`src/hdl/hhs_pkg.sv`:
```
// ----------------------------------------------------------------------------
// hhs_pkg
// Shared types, sizes and the sort key compare for the diagonal hit sorter.
// ----------------------------------------------------------------------------
`default_nettype none

package hhs_pkg;

    localparam int MAX_HITS = 64;
    localparam int IDXW     = (MAX_HITS > 1) ? $clog2(MAX_HITS) : 1;
    localparam int CNTW     = $clog2(MAX_HITS + 1);
    localparam int CW       = CNTW + 1;

    typedef struct packed {
        logic [19:0] query_pos;
        logic [31:0] genome_pos;
        logic [31:0] diagonal;
        logic        last_hit;
    } t_hit_in;

    typedef struct packed {
        logic [19:0] out_query_pos;
        logic [31:0] out_genome_pos;
        logic [31:0] out_diagonal;
        logic        end_of_group;
        logic        overflowed;
    } t_hit_out;

    // One stored hit.
    typedef struct packed {
        logic [31:0] diagonal;
        logic [19:0] query_pos;
        logic [31:0] genome_pos;
    } t_entry;

    // A classified item on its way from the front to the back.
    typedef struct packed {
        t_entry          hit;
        logic [IDXW-1:0] addr;
        logic            keep;
        logic            last;
        logic [CNTW-1:0] count;
    } t_qitem;

    // Front-to-back queue handshake.
    typedef struct packed {
        logic   valid;
        t_qitem item;
    } t_queue;

    // True when a orders strictly before b.
    function automatic logic key_less(input t_entry a, input t_entry b);
        return {a.diagonal, a.query_pos} < {b.diagonal, b.query_pos};
    endfunction

endpackage

`default_nettype wire

```
`src/hdl/hhs_in_if.sv`:
```
// ----------------------------------------------------------------------------
// hhs_in_if
// Input channel: valid/ready handshake carrying one seed hit.
// ----------------------------------------------------------------------------
`default_nettype none

interface hhs_in_if;
    logic             valid;
    logic             ready;
    hhs_pkg::t_hit_in payload;

    modport source (output valid, output payload, input ready);
    modport sink   (input valid, input payload, output ready);
endinterface

`default_nettype wire

```
`src/hdl/hhs_front.sv`:
```
// ----------------------------------------------------------------------------
// hhs_front
// Accepts hits, assigns each a store slot or marks it dropped, and queues it.
// ----------------------------------------------------------------------------
`default_nettype none

module hhs_front (
    input  wire logic            i_clk,
    input  wire logic            i_rst_n,
    hhs_in_if.sink               i_in,
    output hhs_pkg::t_queue      o_queue,
    input  wire logic            i_pop
);

    logic [hhs_pkg::CNTW-1:0] r_count;
    hhs_pkg::t_qitem          r_q [2];
    logic                     r_wp;
    logic                     r_rp;
    logic [1:0]               r_fill;

    logic            w_push;
    logic            w_pop;
    logic            w_keep;
    hhs_pkg::t_qitem w_item;

    assign i_in.ready = (r_fill != 2'd2);
    assign w_push     = i_in.valid && i_in.ready;
    assign w_pop      = i_pop && (r_fill != 2'd0);
    assign w_keep     = (r_count < hhs_pkg::CNTW'(hhs_pkg::MAX_HITS));

    always_comb begin
        w_item.hit.diagonal   = i_in.payload.diagonal;
        w_item.hit.query_pos  = i_in.payload.query_pos;
        w_item.hit.genome_pos = i_in.payload.genome_pos;
        w_item.addr           = r_count[hhs_pkg::IDXW-1:0];
        w_item.keep           = w_keep;
        w_item.last           = i_in.payload.last_hit;
        w_item.count          = w_keep ? r_count + hhs_pkg::CNTW'(1) : r_count;
    end

    assign o_queue.valid = (r_fill != 2'd0);
    assign o_queue.item  = r_q[r_rp];

    always_ff @(posedge i_clk) begin
        if (!i_rst_n) begin
            r_count <= '0;
            r_wp    <= 1'b0;
            r_rp    <= 1'b0;
            r_fill  <= 2'd0;
        end else begin
            if (w_push) begin
                r_q[r_wp] <= w_item;
                r_wp      <= ~r_wp;
                // The closing hit starts the next group at slot zero.
                r_count   <= w_item.last ? '0 : w_item.count;
            end
            if (w_pop) begin
                r_rp <= ~r_rp;
            end
            r_fill <= r_fill + 2'(w_push) - 2'(w_pop);
        end
    end

endmodule

`default_nettype wire

```
`src/flat_wrapper.sv`:
```
// flat-port wrapper written by rule: the top's interface ports become plain ports
module hhs_front_flat 
  (i_clk, i_rst_n, o_queue, i_pop, i_in_valid, i_in_payload, i_in_ready);
  hhs_in_if i_in_i ();
  input  wire logic i_clk;
  input  wire logic i_rst_n;
  output hhs_pkg::t_queue o_queue;
  input  wire logic i_pop;
  input wire logic [$bits(i_in_i.valid)-1:0] i_in_valid;
  input wire logic [$bits(i_in_i.payload)-1:0] i_in_payload;
  output wire logic [$bits(i_in_i.ready)-1:0] i_in_ready;
  assign i_in_i.valid = i_in_valid;
  assign i_in_i.payload = i_in_payload;
  assign i_in_ready = i_in_i.ready;
  hhs_front u_core (.i_clk(i_clk), .i_rst_n(i_rst_n), .i_in(i_in_i), .o_queue(o_queue), .i_pop(i_pop));
endmodule
```
`config.mk`:
```
export PLATFORM = sky130hd
export DESIGN_NAME = hhs_front_flat
export DESIGN_NICKNAME = d
export VERILOG_FILES = /design/src/hdl/hhs_pkg.sv /design/src/hdl/hhs_in_if.sv /design/src/hdl/hhs_front.sv /design/src/flat_wrapper.sv
export SDC_FILE = /design/constraint.sdc
export NUM_CORES = 1
export LEC_CHECK = 0
export ABC_AREA = 1
export BUFFER_PORTS_ARGS = -buffer_cell sky130_fd_sc_hd__buf_2
export CAP_MARGIN = 15
export CORE_MARGIN = 2
export CORE_UTILIZATION = 45
export DETAILED_ROUTE_END_ITERATION = 6
export HOLD_SLACK_MARGIN = 0.06
export PLACE_DENSITY = 0.75
export SKIP_LAST_GASP = 1
export SYNTH_ARGS = -nofsm -noshare
export SYNTH_HDL_FRONTEND = slang
export SYNTH_SLANG_ARGS = --single-unit
```
`constraint.sdc`:
```
create_clock -name i_clk -period 11.01 [get_ports i_clk]
set_input_delay 0.5505 -clock i_clk [delete_from_list [all_inputs] [get_ports i_clk]]
set_output_delay 0.5505 -clock i_clk [all_outputs]
set_load 0.005 [all_outputs]
```
# After elaboration in Yosys (flattened, before gate mapping)
# Memories as Yosys holds them, arrays and structs flattened. A register that Yosys moved wholly into a read port is not among the register bits.
# Index checks and enable logic that the tools add are counted.
# op_classes
n_addsub	3
n_lt_le_gt_ge	1
eq_ne	1
n_mux	7
bitwise	2
reduce_logical	3
# ops
op	count
$mux 7	2
$add 7x1->7 const B	1
$lt 7x7->1 const B	1
$mux 1	5
$add 2x1->2	1
$logic_and 1x1->1	2
$ne 2x2->1 const B	1
$not 1->1	2
$reduce_bool 2->1	1
$sub 2x1->2	1
# totals
reg_bits	11
ram_bits	198
output_inout_bits	101
wordCells	22
n_memories	1
# mem_list
memory	depth	word_bits	rd	rd_clocked_by_memory_dff	write_ports	line_no	source
u_core.r_q	2	99	1	1	1	hhs_front.sv:16	hhs_pkg::t_qitem r_q [2];

# Longest topological paths before layout
# Gate-level depths: netlist of run 1.
# depth
ltp_word	5
depth_mapped	8
depth_no_buf	8

# Worst setup path after synthesis of run 1
# No wires, ideal clock.
# synth_timing
kind	input -> register
start	in i_rst_n
end	mem u_core.r_q[1][0] in the netlist's numbering, enable pin
setup_time_ps	678
arrival_time_ps	7514
slack_ps	2818
cell_stages	2
n_path_buf	0
path_cell_list	clkinv_1 -> nor3_1
# synth_via
elab_chain_cells	2
# synth_rtl
item	line_no	source
from (decl)	flat_wrapper.sv:6	input wire logic i_rst_n;
$mux 1	hhs_front.sv:45	if (!i_rst_n) begin
$mux 1 (not written as such)	hhs_front.sv:52	r_q[r_wp] <= w_item;
to (decl)	hhs_front.sv:16	
# No other way between the ends.

==> results.json, run 1 <==
{
  "ys_types": 25,
  "die_w_um": 135.8,
  "vdd_drop_max_uv": 122.3,
  "hold_viol_final": 0,
  "fin_crit_sh_pct": 27.92,
  "syn_area_um2": 7819,
  "grt_start_max_net_pins": 63,
  "vias": 4190,
  "layout-drive-gt1-share_pct": 52.17,
  "ys_top_cells_by_area": "edfxtp_1 76%, mux2_2 13%, dfxtp_1 3.1%",
  "start_util_pct": 45.68,
  "dp_hpwl_um": 9336,
  "worstSetupPathType": "flop to output port",
  "worstSetupStartpointType": "flop",
  "finalSetupViolCount": 0,
  "fin_skew_ns": 0.005369,
  "grt.overflow.total": 0,
  "holdPathStages": 1,
  "synth_warnings": 0,
  "gr-usage-met3_pct": 3.057,
  "synth.largest_area_cell": "edfxtp_1",
  "clock_latency_ns": 0.48,
  "instances_no_fill": 846,
  "relSlewSlack_pct": 42.78,
  "path_buf_inv": 2,
  "routed_via_density": 4.953,
  "antenna_found_initial": 0,
  "rsz0062_at_grt": "no",
  "synth_top_cell_area_share_pct": 76.04,
  "gp_congestion": 0.8760,
  "initialDrtViolationCount": 214,
  "cts-root-buf": "clkbuf_16",
  "path_depth": 3,
  "tritoncts": "yes",
  "first_pass_iters": 4,
  "finalPower_uw": 1931,
  "drv_cap": 0,
  "use_met2_pct": 27.30,
  "busiest_layer": "met2",
  "yosys_register_bits": 210,
  "place_inst": 811,
  "diodes": 0,
  "syn_avg_cell_area_um2": 19.40,
  "critPathMaxFanout": 62,
  "layout.nets": 701,
  "seq_area_frac_synth_pct": 79.12,
  "clockBufferDepth": 3,
  "crit_slowest_cell": "buf_4",
  "holdWs_ns": 0.2577,
  "holdBufCountCts": 0,
  "avgRoutedWirePerCell_um": 16.79,
  "grt_pass1_vias": 4412,
  "grt_use_total_pct": 14.82,
  "timing.fmax_ghz": 0.3253,
  "max_stage_delay_ns": 0.77,
  "required_ns": 10.46,
  "clock_sinks": 210,
  "tns_ns": 0,
  "hp-start": "i_in_payload[7]",
  "cts_resized": 0,
  "synthCells": 403,
  "syn-num-nets": 495,
  "cp-end-kind": "output port",
  "cts_setup_buffers": 0,
  "die_h_um": 135.8,
  "drcViolationCount": 0,
  "htree_levels": 1,
  "critical-path-top-delay-family": "buffers and inverters",
  "slew_violations": 0,
  "std_cell_rows": 48,
  "numPortBuffers": 189,
  "status": "complete, no violations",
  "ant_nets": 0,
  "met1_usage_pct": 16.84,
  "p_per_area_nw_per_um2": 200.4,
  "layout_setup_ws_ns": 7.936,
  "syn_to_final_growth_pct": 23.22,
  "totalWireLength_um": 14200,
  "cts_buffers": 21,
  "cp.arrival_ns": 2.52,
  "reg2reg_from": "u_core.r_fill[0]",
  "design.die.area_um2": 18450,
  "dpl_worst_slack_ns": 8.261,
  "clk_pin_slew_worst_paths_ns": 0.06,
  "ff2ff_path_depth": 8,
  "ios": 190,
  "grt_pass1_wl_um": 21380,
  "core_area_um2": 17120,
  "hold_path_class": "input port to flop",
  "period_minus_slack_ns": 3.074,
  "cp_cell_sequence": "buf_4 -> mux2_2 -> buf_2",
  "cellLeakagePower_uw": 0.003603,
  "tightest_slew_ns": 0.8584
}
[cells by family after synthesis]
logic type / count (synthesis) / synth area share (%)
DFF: 210 / 79.12
muxes: 99 / 14.74
and+or+nand+nor: 46 / 2.592
buffers and inverters: 28 / 1.760
AOI/OAI and AO/OA: 16 / 1.200
adders and majority gates: 3 / 0.4801
xor gates and xnor gates: 1 / 0.1120
[registers in the layout (all words and copies together), names as in the netlist, named ones only]
register,cells
u_core.r_rp,1
u_core.r_count,7
u_core.r_fill,2
u_core.r_wp,1
u_core.r_q,198
[through the flow]
stage,cell area (um2),util [%]
2_1_floorplan,7819,-
3_3_place_gp,9026,52.73
3_5_place_dp,9026,52.73
4_1_cts,9634,56.29
5_1_grt,9634,56.29
6_report,9634,56.29
[final timing paths]
kind                       endpoint  slack (ns)
hold reg to reg         u_core.r_rp        0.46
setup reg to reg  u_core.r_q[0][14]        8.49
hold / removal    u_core.r_q[0][73]        0.26
setup / recovery        o_queue[55]        7.94
[layout make-up]
| cell class | instances | area [um2] |
|---|---|---|
| fill | 1361 | 7482 |
| multi-input combinational | 165 | 1508 |
| clock buffer | 30 | 559.3 |
| inverter | 17 | 63.81 |
| clock inverter | 5 | 48.80 |
| sequential | 210 | 6190 |
| tap | 225 | 281.5 |
| timing repair buffer | 194 | 983.4 |
[synth_stat cells, drive strengths merged]
| cell type | count |
|---|---|
| a21oi | 7 |
| a22oi | 3 |
| a31oi | 1 |
| and2 | 1 |
| buf | 11 |
| clkinv | 1 |
| dfxtp | 12 |
| edfxtp | 198 |
| ha | 3 |
| inv | 16 |
| mux2 | 99 |
| nand2 | 27 |
| nand3 | 4 |
| nand3b | 1 |
| nor2 | 12 |
| nor3 | 1 |
| o21a | 1 |
| o21ai | 3 |
| o21bai | 1 |
| xnor2 | 1 |
[cell usage in the layout (no fill, tap or decap), types with 3 or more instances in the layout]
| cell type | synthesis | routed |
|---|---|---|
| ha_1 | 3 | 3 |
| clkinv_2 | 0 | 3 |
| o21ai_0 | 3 | 3 |
| mux2_2 | 89 | 89 |
| clkbuf_16 | 0 | 21 |
| a21oi_1 | 7 | 7 |
| nand3_1 | 4 | 4 |
| edfxtp_1 | 198 | 198 |
| clkbuf_1 | 0 | 9 |
| buf_2 | 8 | 189 |
| a22oi_1 | 3 | 3 |
| inv_1 | 16 | 16 |
| nor2_1 | 11 | 10 |
| dfxtp_1 | 12 | 11 |
| buf_4 | 0 | 5 |
| nand2_1 | 25 | 25 |
| mux2_4 | 10 | 10 |
[routing by layer]
| metal | up-vias | part of all wire (%) |
|---|---|---|
| met1 | 2042 | 38 |
| met4 | 0 | 2.9 |
| met3 | 39 | 6.9 |
| li1 | 1952 | - |
| met2 | 157 | 52 |
| met5 | - | 0 |
[worst reg2reg max path, stage by stage (launching register included)]
cell and delay (ns):
dfxtp_1 0.33, inv_1 0.08, nand2_2 0.09, nand2_4 0.10, inv_1 0.11, nand2_1 0.10
nor2_4 0.08, buf_4 0.46, buf_4 0.74
[power breakdown]
part	switching (uW)	internal, uW
Clock	261	375
Combinational	150	171
Sequential	30.4	943
No activity file was read; power rests on OpenSTA's default activity.
==> inputs of run 2 (changes only) <==
--- a/config.mk
+++ b/config.mk
@@ -5,14 +5,14 @@
 export SDC_FILE = /design/constraint.sdc
 export NUM_CORES = 1
 export LEC_CHECK = 0
-export ABC_AREA = 1
+export ABC_AREA = 0
 export BUFFER_PORTS_ARGS = -buffer_cell sky130_fd_sc_hd__buf_2
 export CAP_MARGIN = 15
 export CORE_MARGIN = 2
 export CORE_UTILIZATION = 45
 export DETAILED_ROUTE_END_ITERATION = 6
 export HOLD_SLACK_MARGIN = 0.06
-export PLACE_DENSITY = 0.75
+export PLACE_DENSITY = 0.78
 export SKIP_LAST_GASP = 1
 export SYNTH_ARGS = -nofsm -noshare
 export SYNTH_HDL_FRONTEND = slang
==> constraint.sdc (replaced) <==
create_clock -name i_clk -period 2.5 [get_ports i_clk]
set_input_delay 0.125 -clock i_clk [delete_from_list [all_inputs] [get_ports i_clk]]
set_output_delay 0.125 -clock i_clk [all_outputs]
set_load 0.005 [all_outputs]
==> run 2 against run 1 <==
  * Sequential share of layout area decreased by 5.5 points
  * Non-clock buffer count grew 88
  * Synthesized cell count shrank 5.7%
  * Design area is 9.4% higher
  * Critical path type unchanged
  * Critical endpoint is now o_queue[56]
==> results.json, run 2 <==
{
  "totalWireLength_um": 15440,
  "avgRoutedWirePerCell_um": 17.02,
  "ios": 190,
  "fin_skew_ns": 0.007856,
  "seq_area_frac_synth_pct": 79.54,
  "holdBufCountCts": 86,
  "tritoncts": "yes",
  "layout_commonest_cell": "edfxtp_1",
  "synthCells": 380,
  "layout.nets": 762,
  "largest-register": "u_core.r_q",
  "syn-num-nets": 472,
  "crit_slowest_cell": "dfxtp_4",
  "syn_to_final_growth_pct": 35.46,
  "grt_start_max_net_pins": 59,
  "max_stage_delay_ns": 0.62,
  "ant_nets": 0,
  "htree_levels": 1,
  "yosys_register_bits": 210,
  "ys_top_cells_by_area": "edfxtp_1 76%, mux2_2 14%, dfxtp_1 3.1%",
  "p_per_area_nw_per_um2": 863.6,
  "design.die.area_um2": 18350,
  "synthArstFlopShare_pct": 0,
  "ff2ff_path_depth": 8,
  "hold_viol_final": 0,
  "hold_path_class": "input port to flop",
  "worstSetupStartpointType": "flop",
  "yosys-top-cells-count": "198 x edfxtp_1, 100 x mux2_2, 12 x dfxtp_1",
  "rsz0062_at_grt": "no",
  "numPortBuffers": 189,
  "core_area_um2": 17120,
  "initialDrtViolationCount": 194,
  "vdd_drop_max_uv": 570.8,
  "relSlewSlack_pct": 62.46,
  "crit_path_end": "o_queue[56]",
  "gp_congestion": 0.7322,
  "synth_top_cell_area_share_pct": 76.45,
  "synth_warnings": 0,
  "reg_top3": "u_core.r_q x198, u_core.r_count x7, u_core.r_fill x2",
  "diodes": 0,
  "grt_use_total_pct": 16.17,
  "layout-drive-gt1-share_pct": 48.68,
  "syn_avg_cell_area_um2": 20.47,
  "syn_area_um2": 7777,
  "finalPower_uw": 9098,
  "tns_ns": 0,
  "cts_resized": 0,
  "die_h_um": 135.5,
  "synth.most_common_cell": "edfxtp_1",
  "cts_buffers": 21,
  "start_util_pct": 45.44,
  "grt.overflow.total": 0,
  "timing.fmax_ghz": 0.4560,
  "first_pass_iters": 6,
  "required_ns": 2.38,
  "finalSetupViolCount": 0,
  "critPathMaxFanout": 30,
  "routed_via_density": 4.848,
  "reg2reg_from": "u_core.r_fill[1]",
  "clock_latency_ns": 0.47,
  "drcViolationCount": 0,
  "std_cell_rows": 48,
  "clockBufferDepth": 3,
  "period_minus_slack_ns": 2.193,
  "clock_sinks": 210,
  "instances_no_fill": 907,
  "grt_pass1_vias": 4705,
  "place_inst": 786,
  "cp-end-kind": "output port",
  "rrSetupSlack_ns": 0.62,
  "tightest_slew_ns": 0.5631,
  "cp_cell_sequence": "buf_4 -> mux2_2 -> buf_2",
  "worstSetupPathType": "flop to output port",
  "synth_enable_flop_cells": 198,
  "synth_flop_cell": "edfxtp_1",
  "status": "complete, no violations",
  "antenna_found_initial": 0,
  "cts-root-buf": "clkbuf_16",
  "clk_pin_slew_worst_paths_ns": 0.06,
  "fin_crit_sh_pct": 87.71,
  "cellLeakagePower_uw": 0.003878,
  "ys_types": 33,
  "vias": 4397,
  "cts_setup_buffers": 0,
  "cp.arrival_ns": 2.07,
  "layout_common_cells": "198 x edfxtp_1, 189 x buf_2, 100 x mux2_2",
  "die_w_um": 135.5,
  "dp_hpwl_um": 9439,
  "synth.largest_area_cell": "edfxtp_1",
  "slew_violations": 0,
  "drv_cap": 0,
  "grt_pass1_wl_um": 23140,
  "largest_register_ff_count": 198,
  "holdPathStages": 4,
  "fillerInstances": 1249,
  "r2r-end": "u_core.r_fill[1]"
}
## run 2: changes by cell type after synthesis, moves of 7 or more
| cell | previous run | this run |
|---|---|---|
| inv_1 | 16 | 4 |
| xnor2_1 | 1 | 8 |
| mux2_2 | 89 | 100 |
| nor2_1 | 11 | 3 |
| nand2_1 | 25 | 3 |
| mux2_4 | 10 | 0 |
## run 2: metal layers
layer | share of wire (%) | global-route usage [%] | vias up
met5 | 0 | 0 | -
met4 | 2.5 | 5.382 | 0
met3 | 6.0 | 3.629 | 31
met2 | 53 | 30.01 | 149
met1 | 39 | 18.43 | 2154
li1 | - | - | 2063
## run 2: worst max-delay path: cells and delay by family, from the launching register on
kind	cells	cell delay [ns]
flops	1	0.62
buf+inv	2	0.57
mux	1	0.39
## run 2: stage by stage
step	setup WS, ns	utilization [%]	cell area (um2)	hold WS, ns
2_1_floorplan	-0.1442	-	7814	0.2239
3_3_place_gp	0.6787	52.98	9067	0.3133
3_5_place_dp	0.6052	52.98	9067	0.3166
4_1_cts	0.2517	61.55	10540	0.09021
5_1_grt	0.1916	61.55	10540	0.1141
6_report	0.3071	61.55	10540	0.09812
## run 2: cell families (layout without fill, tap and decap cells)
| logic type | after synthesis | count (layout) | share of synthesized area (%) |
|---|---|---|---|
| AOI/OAI and AO/OA | 12 | 12 | 1.142 |
| xor gates and xnor gates | 9 | 9 | 1.014 |
| adders and majority gates | 3 | 3 | 0.4827 |
| buffers and inverters | 19 | 321 | 1.190 |
| DFF | 210 | 210 | 79.54 |
| muxes | 100 | 100 | 14.48 |
| and+or+nand+nor | 27 | 27 | 2.156 |
## run 2: cell type report
| class | instances | area [um2] | area share [%] |
|---|---|---|---|
| Clock buffer | 29 | 555.5 | 5.273 |
| Clock inverter | 6 | 51.30 | 0.4869 |
| Inverter | 4 | 17.52 | 0.1663 |
| Multi-Input combinational cell | 151 | 1529 | 14.51 |
| Sequential cell | 210 | 6191 | 58.76 |
| Tap cell | 225 | 281.5 | 2.672 |
| Timing Repair Buffer | 282 | 1909 | 18.12 |
## run 2: worst min path at each step
stage	from	to	slack [ns]
after floorplan	i_in_payload[33]	u_core.r_q[0][15]	0.22
after global placement	i_in_payload[16]	u_core.r_q[1][82]	0.31
after detailed placement	i_in_payload[71]	u_core.r_q[0][53]	0.32
after CTS	i_in_valid	u_core.r_count[2]	0.09
after global routing	i_in_valid	u_core.r_count[2]	0.11
final	i_in_valid	u_core.r_count[2]	0.1
## run 2: power by group
part	switching (uW)	total [uW]	internal, uW	leakage, uW
Clock	1160	2810	1640	0.000295
Sequential	159	4370	4210	0.00191
Combinational	849	1920	1070	0.00167
==> inputs of run 3 (changes only) <==
--- a/config.mk
+++ b/config.mk
@@ -10,7 +10,9 @@
 export CAP_MARGIN = 15
 export CORE_MARGIN = 2
 export CORE_UTILIZATION = 45
+export CTS_BUF_LIST = sky130_fd_sc_hd__clkbuf_4 sky130_fd_sc_hd__clkbuf_8 sky130_fd_sc_hd__clkbuf_16
 export DETAILED_ROUTE_END_ITERATION = 6
+export GPL_ROUTABILITY_DRIVEN = 0
 export HOLD_SLACK_MARGIN = 0.06
 export PLACE_DENSITY = 0.78
 export SKIP_LAST_GASP = 1
==> constraint.sdc (replaced) <==
create_clock -name i_clk -period 2.5 [get_ports i_clk]
set_input_delay 0.125 -clock i_clk [delete_from_list [all_inputs] [get_ports i_clk]]
set_output_delay 0.125 -clock i_clk [all_outputs]
set_load 0.1 [all_outputs]
==> run 3 against run 2 <==
  * Clock skew down 0.00057 ns
  * Global-route usage up 0.66 points
  * Highest routed layer unchanged
  * Clock-buffer cell count down 5
  * Flip-flop and latch count unchanged
  * Critical endpoint is now o_queue[13]
  * Worst setup slack better by 0.0096 ns
  * Power up 39%
  * Worst hold slack worse by 0.0040 ns
  * First-iteration DRC count up 22%
  * Via count up 1.5%
==> results.json, run 3 (synthesized netlist as in run 2, its figures left out) <==
{
  "status": "complete, no violations",
  "largest-register": "u_core.r_q",
  "std_cell_rows": 48,
  "diodes": 0,
  "initialDrtViolationCount": 237,
  "layout-drive-gt1-share_pct": 49.26,
  "finalSetupViolCount": 0,
  "layout_commonest_cell": "edfxtp_1",
  "drcViolationCount": 0,
  "fin_util_pct": 61.80,
  "clockBufferDepth": 3,
  "use_met2_pct": 32.23,
  "critical-path-top-delay-family": "buffers and inverters",
  "p_clk_share_pct": 23.4,
  "ios": 190,
  "design.die.area_um2": 18350,
  "required_ns": 2.38,
  "instances_no_fill": 905,
  "rsz0062_at_grt": "no",
  "die_h_um": 135.5,
  "place_inst": 785,
  "gr-usage-met3_pct": 3.105,
  "cts_resized": 0,
  "busiest_layer": "met2",
  "hold_path_class": "input port to flop",
  "clock_sinks": 210,
  "period_minus_slack_ns": 2.183,
  "cts_buffers": 21,
  "vdd_drop_max_uv": 961.3,
  "p_int_uw": 7059,
  "p_per_area_nw_per_um2": 1193,
  "tritoncts": "yes",
  "ant_nets": 0,
  "layout.nets": 761,
  "totalWireLength_um": 15900,
  "grt_start_max_net_pins": 58,
  "timing.fmax_ghz": 0.4580,
  "numPortBuffers": 189,
  "worstSetupPathType": "flop to output port",
  "worstSetupStartpointType": "flop",
  "vias": 4465,
  "dp_hpwl_um": 9571,
  "core_area_um2": 17120,
  "met1_usage_pct": 18.49,
  "holdPathStages": 4,
  "first_pass_iters": 4,
  "cellLeakagePower_uw": 0.003900,
  "path_depth": 3,
  "clock_latency_ns": 0.48,
  "power.switching_uw": 5564,
  "rrSetupSlack_ns": 0.60,
  "pwr-share-comb_pct": 42.1,
  "die_w_um": 135.5,
  "layout_common_cells": "198 x edfxtp_1, 189 x buf_2, 100 x mux2_2",
  "cp_cell_sequence": "buf_12 -> mux2_2 -> buf_2",
  "cp.arrival_ns": 2.06,
  "reg2reg_from": "u_core.r_fill[1]",
  "hp-start": "i_in_valid",
  "p_seq_share_pct": 34.5,
  "hold_viol_final": 0,
  "clk_pin_slew_worst_paths_ns": 0.06,
  "finalPower_uw": 12620,
  "max_stage_delay_ns": 0.58,
  "reg_top3": "u_core.r_q x198, u_core.r_count x7, u_core.r_fill x2",
  "cp-end-kind": "output port",
  "drv_cap": 0,
  "syn_to_final_growth_pct": 36.00,
  "antenna_found_initial": 0,
  "switching_share_pct": 44.08,
  "worst_hold_path.endpoint": "u_core.r_count[2]",
  "ff2ff_path_depth": 8,
  "tightest_slew_ns": 0.5872,
  "tns_ns": 0,
  "slew_violations": 0,
  "start_util_pct": 45.44,
  "r2r-end": "u_core.r_fill[1]",
  "largest_register_ff_count": 198,
  "fin_skew_ns": 0.007289,
  "grt_pass1_wl_um": 23810,
  "cts-root-buf": "clkbuf_16",
  "crit_slowest_cell": "dfxtp_4",
  "grt_pass1_vias": 4803,
  "htree_levels": 1,
  "grt_use_total_pct": 16.83,
  "critPathMaxFanout": 43,
  "grt.overflow.total": 0,
  "routed_via_density": 4.934,
  "fin_crit_sh_pct": 87.33,
  "relSlewSlack_pct": 60.85,
  "avgRoutedWirePerCell_um": 17.57,
  "path_buf_inv": 2
}
-- run 3: cell types whose count changed in the layout (fill, tap and decap cells not counted) --
cell / delta
clkbuf_1: -8
bufinv_16: +1
clkbuf_4: +3
clkinv_1: +3
inv_6: +1
buf_4: -2
buf_12: +1
clkinv_2: -1
-- run 3: what timing repair did --
item | 4_1_cts | 5_1_grt
setup buffers | 0 | 0
endpoints found under the hold margin | 180 | 0
setup endpoints to repair | 0 | 0
hold buffers | 86 | 0
-- run 3: power by group through the flow --
stage	clock [uW]	sequential [uW]	combinational, uW
5_1_grt	3160	4390	5470
3_5_place_dp	0	4440	5210
4_1_cts	3030	4370	5340
6_report	2950	4360	5310
3_3_place_gp	0	4410	5180
2_1_floorplan	0	4350	4520
-- run 3: area by class of cell --
type / instances / area, um2
inverter: 4 / 17.52
clock buffer: 24 / 548.0
clock inverter: 10 / 96.34
sequential: 210 / 6191
tap: 225 / 281.5
timing repair buffer: 281 / 1914
multi-input combinational: 151 / 1529
fill: 1208 / 6539
-- run 3: metal layers --
metal / routed length, um / vias up
met5: 0 / -
met4: 457 / 0
met3: 845 / 40
met2: 8578 / 159
met1: 6021 / 2204
li1: - / 2062
-- run 3: per-stage QoR --
step | hold slack [ns] | cell area (um2) | setup slack (ns)
5_1_grt | 0.1180 | 10580 | 0.2035
4_1_cts | 0.07633 | 10580 | 0.2638
2_1_floorplan | 0.2239 | 7814 | -0.3773
3_5_place_dp | 0.3162 | 9072 | 0.6054
3_3_place_gp | 0.3125 | 9072 | 0.6789
6_report | 0.09408 | 10580 | 0.3167
-- run 3: how the worst max path moves through the flow --
stage	slack, ns	end	from
final	0.32	o_queue[13]	flop
after global routing	0.20	o_queue[13]	flop
after CTS	0.26	o_queue[13]	flop
after detailed placement	0.61	u_core.r_fill[1]	u_core.r_fill[1]
after global placement	0.68	u_core.r_fill[1]	u_core.r_fill[1]
after floorplan	-0.38	u_core.r_q[0][0]	u_core.r_fill[0]
-- run 3: worst reg2reg max path: stages, from the launching register on --
cell,delay (ns)
dfxtp_1,0.36
or2_2,0.32
and2_1,0.19
ha_1,0.28
inv_1,0.04
ha_1,0.18
xnor2_1,0.14
xnor2_1,0.12
and2_1,0.16
